[src/sv/mtsx_pkg.sv]
// Shared types, constants and functions for the MT19937 stream XOR block.
package mtsx_pkg;

   localparam int unsigned MT_WORDS   = 624;
   localparam int unsigned MT_SHIFT   = 397;
   localparam int unsigned POS_W      = 10;
   localparam int unsigned CSR_ADDR_W = 3;
   localparam int unsigned CSR_DATA_W = 32;

   typedef logic [31:0]        word_type;
   typedef logic [POS_W-1:0]   pos_type;
   typedef logic [7:0]         byte_type;

   localparam word_type MT_MATRIX   = 32'h9908_b0df;
   localparam word_type MT_UPPER    = 32'h8000_0000;
   localparam word_type MT_LOWER    = 32'h7fff_ffff;
   localparam word_type MT_INIT_MUL = 32'd1812433253;
   localparam word_type TEMPER_B    = 32'h9d2c_5680;
   localparam word_type TEMPER_C    = 32'hefc6_0000;
   localparam byte_type BYTE_MASK   = 8'hff;

   localparam pos_type POS_LAST  = POS_W'(MT_WORDS - 1);
   localparam pos_type POS_WRAP  = POS_W'(MT_WORDS - MT_SHIFT);
   localparam pos_type POS_SHIFT = POS_W'(MT_SHIFT);
   localparam pos_type POS_ONE   = POS_W'(1);

   // Register index decoded from paddr[2]
   localparam logic CSR_IDX_SEED_KEY = 1'b0;

   typedef struct packed {
      logic accept;     // input transaction taken this cycle
      logic reseed;     // with accept: start seeding from the key
      logic seed_step;  // write next seed word
      logic read;       // fetch words at pos+1 and pos+397
      logic twist;      // write twisted word, load result
   } cmd_type;

   typedef struct packed {
      logic seed_last;  // current seed step writes the final word
   } status_type;

   function automatic word_type seed_next(word_type prev, pos_type idx);
      word_type x;
      x = prev ^ (prev >> 30);
      return (MT_INIT_MUL * x) + word_type'(idx);
   endfunction

   function automatic word_type twist_word(word_type cur, word_type nxt, word_type far);
      word_type y;
      y = (cur & MT_UPPER) | (nxt & MT_LOWER);
      return far ^ (y >> 1) ^ (y[0] ? MT_MATRIX : '0);
   endfunction

   function automatic word_type temper(word_type w);
      word_type v;
      v = w;
      v = v ^ (v >> 11);
      v = v ^ ((v << 7) & TEMPER_B);
      v = v ^ ((v << 15) & TEMPER_C);
      v = v ^ (v >> 18);
      return v;
   endfunction

endpackage

[src/sv/mtsx_ctrl.sv]
// Control FSM: sequences accept, reseed sweep, word fetch and twist.
module mtsx_ctrl (
   input  logic                 clock,
   input  logic                 reset,
   input  logic                 req_valid,
   input  logic                 req_message_start,
   output logic                 req_stall,
   output logic                 rsp_valid,
   input  logic                 rsp_stall,
   output mtsx_pkg::cmd_type    cmd,
   input  mtsx_pkg::status_type stat
);
   import mtsx_pkg::*;

   typedef enum logic [1:0] {
      ST_IDLE,
      ST_SEED,
      ST_READ,
      ST_TWIST
   } state_type;

   state_type state_ff;
   logic      seeded_ff;
   logic      rsp_valid_ff;

   always_comb begin
      cmd           = '0;
      cmd.accept    = (state_ff == ST_IDLE) && req_valid;
      cmd.reseed    = cmd.accept && (req_message_start || !seeded_ff);
      cmd.seed_step = (state_ff == ST_SEED);
      cmd.read      = (cmd.accept && !cmd.reseed) || (state_ff == ST_READ);
      cmd.twist     = (state_ff == ST_TWIST) && (!rsp_valid_ff || !rsp_stall);
   end

   assign req_stall = (state_ff != ST_IDLE);
   assign rsp_valid = rsp_valid_ff;

   always_ff @(posedge clock) begin
      if (reset) begin
         state_ff     <= ST_IDLE;
         seeded_ff    <= 1'b0;
         rsp_valid_ff <= 1'b0;
      end else begin
         if (cmd.twist) begin
            rsp_valid_ff <= 1'b1;
         end else if (!rsp_stall) begin
            rsp_valid_ff <= 1'b0;
         end
         unique case (state_ff)
            ST_IDLE: begin
               if (cmd.reseed) begin
                  state_ff  <= ST_SEED;
                  seeded_ff <= 1'b1;
               end else if (cmd.accept) begin
                  state_ff <= ST_TWIST;
               end
            end
            ST_SEED: begin
               if (stat.seed_last) begin
                  state_ff <= ST_READ;
               end
            end
            ST_READ: begin
               state_ff <= ST_TWIST;
            end
            ST_TWIST: begin
               if (cmd.twist) begin
                  state_ff <= ST_IDLE;
               end
            end
            default: begin
               state_ff <= ST_IDLE;
            end
         endcase
      end
   end

endmodule

[config.mk]
export PLATFORM = sky130hd
export DESIGN_NAME = mtsx_ctrl
export DESIGN_NICKNAME = d
export VERILOG_FILES = /design/src/sv/mtsx_pkg.sv /design/src/sv/mtsx_ctrl.sv
export SDC_FILE = /design/constraint.sdc
export NUM_CORES = 1
export LEC_CHECK = 0
export BUFFER_PORTS_ARGS = -buffer_cell sky130_fd_sc_hd__buf_2
export CAP_MARGIN = 5
export CORE_AREA = 2 2 39 41
export CTS_BUF_LIST = sky130_fd_sc_hd__clkbuf_16
export DETAILED_ROUTE_END_ITERATION = 12
export DIE_AREA = 0 0 41 43
export PLACE_DENSITY_LB_ADDON = 0.3
export SKIP_CTS_REPAIR_TIMING = 1
export SLEW_MARGIN = 20
export SYNTH_ARGS = -nofsm -noshare
export SYNTH_HDL_FRONTEND = slang
export SYNTH_SLANG_ARGS = --single-unit
export TNS_END_PERCENT = 10
[constraint.sdc]
create_clock -name clock -period 3.8 [get_ports clock]
set_input_delay 0.19 -clock clock [delete_from_list [all_inputs] [get_ports clock]]
set_output_delay 0.19 -clock clock [all_outputs]
set_load 0.01 [all_outputs]
==> results.cfg <==
[detailed_routing]
drc = 0
dr.pass1.iters = 4
finalWirelength_um = 583
drt_iter0_markers = 10
vias_per_cell = 4.354
drtAntennaViolNets = 0
route.vias.total = 283
avgRoutedWirePerCell_um = 8.969

[die]
io_pins = 13
dieArea_um2 = 1763
core_um2 = 1384
fp.dieH_um = 43
start_util_pct = 21.25
die_w_um = 41
rows = 14

[finish]
layout-drive-gt1-share_pct = 34.69
fillers = 144
fin_util_pct = 32.46
diodes = 0
final_nets = 62
area_growth_pct = 52.77

[grt]
grt_pass1_vias = 244
use_met1_pct = 11.90
overflow = 0
grtUsageMet3_pct = 6.283
grt_usage_pct = 8.534
grt_pass1_wl_um = 979
busiest_layer = met1
grt_max_degree = 6
grt.met2_usage_pct = 9.375
antenna_found_initial = 0

[worst_setup_path]
cp_top_family = flip-flops
slowest_stage = dfxtp_1
crit_buf_inv = 3
critPathLaunchType = flip-flop
cp-startpoint = state_ff[0]
r2r-start = state_ff[0]
critPathArrivalTime_ps = 1410
crit_chain = inv_1 > ha_1 > nand2_1 > inv_1 > a21o_1 > buf_2
criticalPathCategory = reg -> out
required_ps = 3610
critical_path.max_fanout = 4
max_stage_delay_ps = 360
cp-end-kind = output port
critPathMostFrequentCell = inv_1

[yosys]
syn-cell-area_um2 = 294.0
synthArstFlopShare_pct = 0
synth_area_leader_cell = dfxtp_1
syn-num-nets = 45
yosys-top-cells-area = dfxtp_1 (27%), ha_1 (21%), nor2_1 (7.7%)
ys_warn_count = 0
yosysTopAreaCellShare_pct = 27.23
ys_seq_elements = 4
yosysMostFrequentCell = nor2_1
synth.distinct_cells = 17
netlist_instances = 34
synth_edf_count = 0
avgSynthCellArea_um2 = 8.648
synth_top_flop_cell = dfxtp_1
ys_top_cells_by_count = nor2_1 (6), ha_1 (5), dfxtp_1 (4), inv_1 (4)
ys_seq_area_share_pct = 27.23

[timing]
tightest_slew_ps = 231.8
post-route-period-util_pct = 42.09
hold_violations = 0
skew_ps = 3.064
hold_slack_ps = 212.3
slew_headroom_pct = 84.51
grt_setup_unrepaired = false
max_freq_mhz = 625.2
drv_slew = 0
period_needed_ps = 1599
setup_viol = 0
finalSetupTns_ps = 0

[run_status]
status = finished, final reports clean

[clock_tree]
clock_latency_ps = 220
path_clk_slew_ps = 30
cts_buffers = 3
tritoncts = built
numClockSinks = 4
cts_root_buffer = clkbuf_16
clockBufferDepth = 2
htree_levels = 1

[power]
p_per_area_nw_per_um2 = 861.3
peakVddDrop_mv = 0.3528
power.leakage_nw = 0.2394

[run]
cap_violations = 0

[hold_path]
min-delay-start = reset
hold_class = in -> reg

[placed_design]
portBuffers = 12
place_congestion = 0.7088
dp_hpwl_um = 463.9
## registers in the layout, summed over array words and instances (netlist names)
register	count
state_ff	2
rsp_valid	1
seeded_ff	1
## worst register-to-register path, cell delays in order (launching register included)
cell and delay, ps:
dfxtp_1 360, inv_1 100, ha_1 260, nand2b_4 100, nand3_1 90, o41ai_2 300
## stage by stage
stage                power, W  instances  instance area [µm²]  worst slack (ps)
floorplan           0.0001820         34                294.0              2560
global placement    0.0002274         62                374.1              2443
detailed placement  0.0002257         62                374.1              2427
CTS                 0.0003911         65                449.2              2185
global route        0.0004207         65                449.2              2069
finish              0.0003869         65                449.2              2201
## cell usage in the layout, fill, tap and decap left out
cell       instances
a21boi_0           1
a21o_1             1
a21oi_1            1
a311o_1            1
a31oi_1            1
buf_2             12
clkbuf_16          3
dfxtp_1            4
ha_1               5
inv_1              4
nand2_1            1
nand2b_1           1
nand2b_4           1
nand3_1            2
nand4_1            1
nor2_1             6
nor2b_1            1
nor3b_1            2
o41ai_2            1
## power by group
group | total, W | switching (W) | internal [W]
logic | 0.000158 | 0.0000869 | 0.0000708
registers | 0.0000670 | 0.0000108 | 0.0000562
clock network | 0.000162 | 0.0000278 | 0.000134
total | 0.000387 | 0.000126 | 0.000261
## worst paths after layout
| check | cells after the start | end | slack, ps |
|---|---|---|---|
| max | 6 | cmd[1] | 2200 |
| min | 2 | rsp_valid | 210 |
| max reg2reg | 5 | state_ff[1] | 2490 |
| min reg2reg | 2 | seeded_ff | 460 |
## area by class of cell
cell class,instances,area [µm²],area share (%)
clock buffer,3,75.07,16.71
inverter,4,15.01,3.343
multi-input combinational,26,198.9,44.29
sequential,4,80.08,17.83
tap,16,20.02,4.457
timing repair buffer,12,60.06,13.37
## kinds of logic (layout without fill, tap and decap cells)
logic type,after synthesis,after routing,synth area share [%]
compound gates,6,6,17.88
fa+ha+maj,5,5,21.28
buf+inv,4,19,5.105
flops,4,4,27.24
simple gates,15,15,28.51
## layer usage
layer  routed length (µm)  vias up
met5                    0        -
met4                    0        0
met3                   43        0
met2                  245       12
met1                  294      124
li1                     -      147
Power figures use the tool's default switching activity.
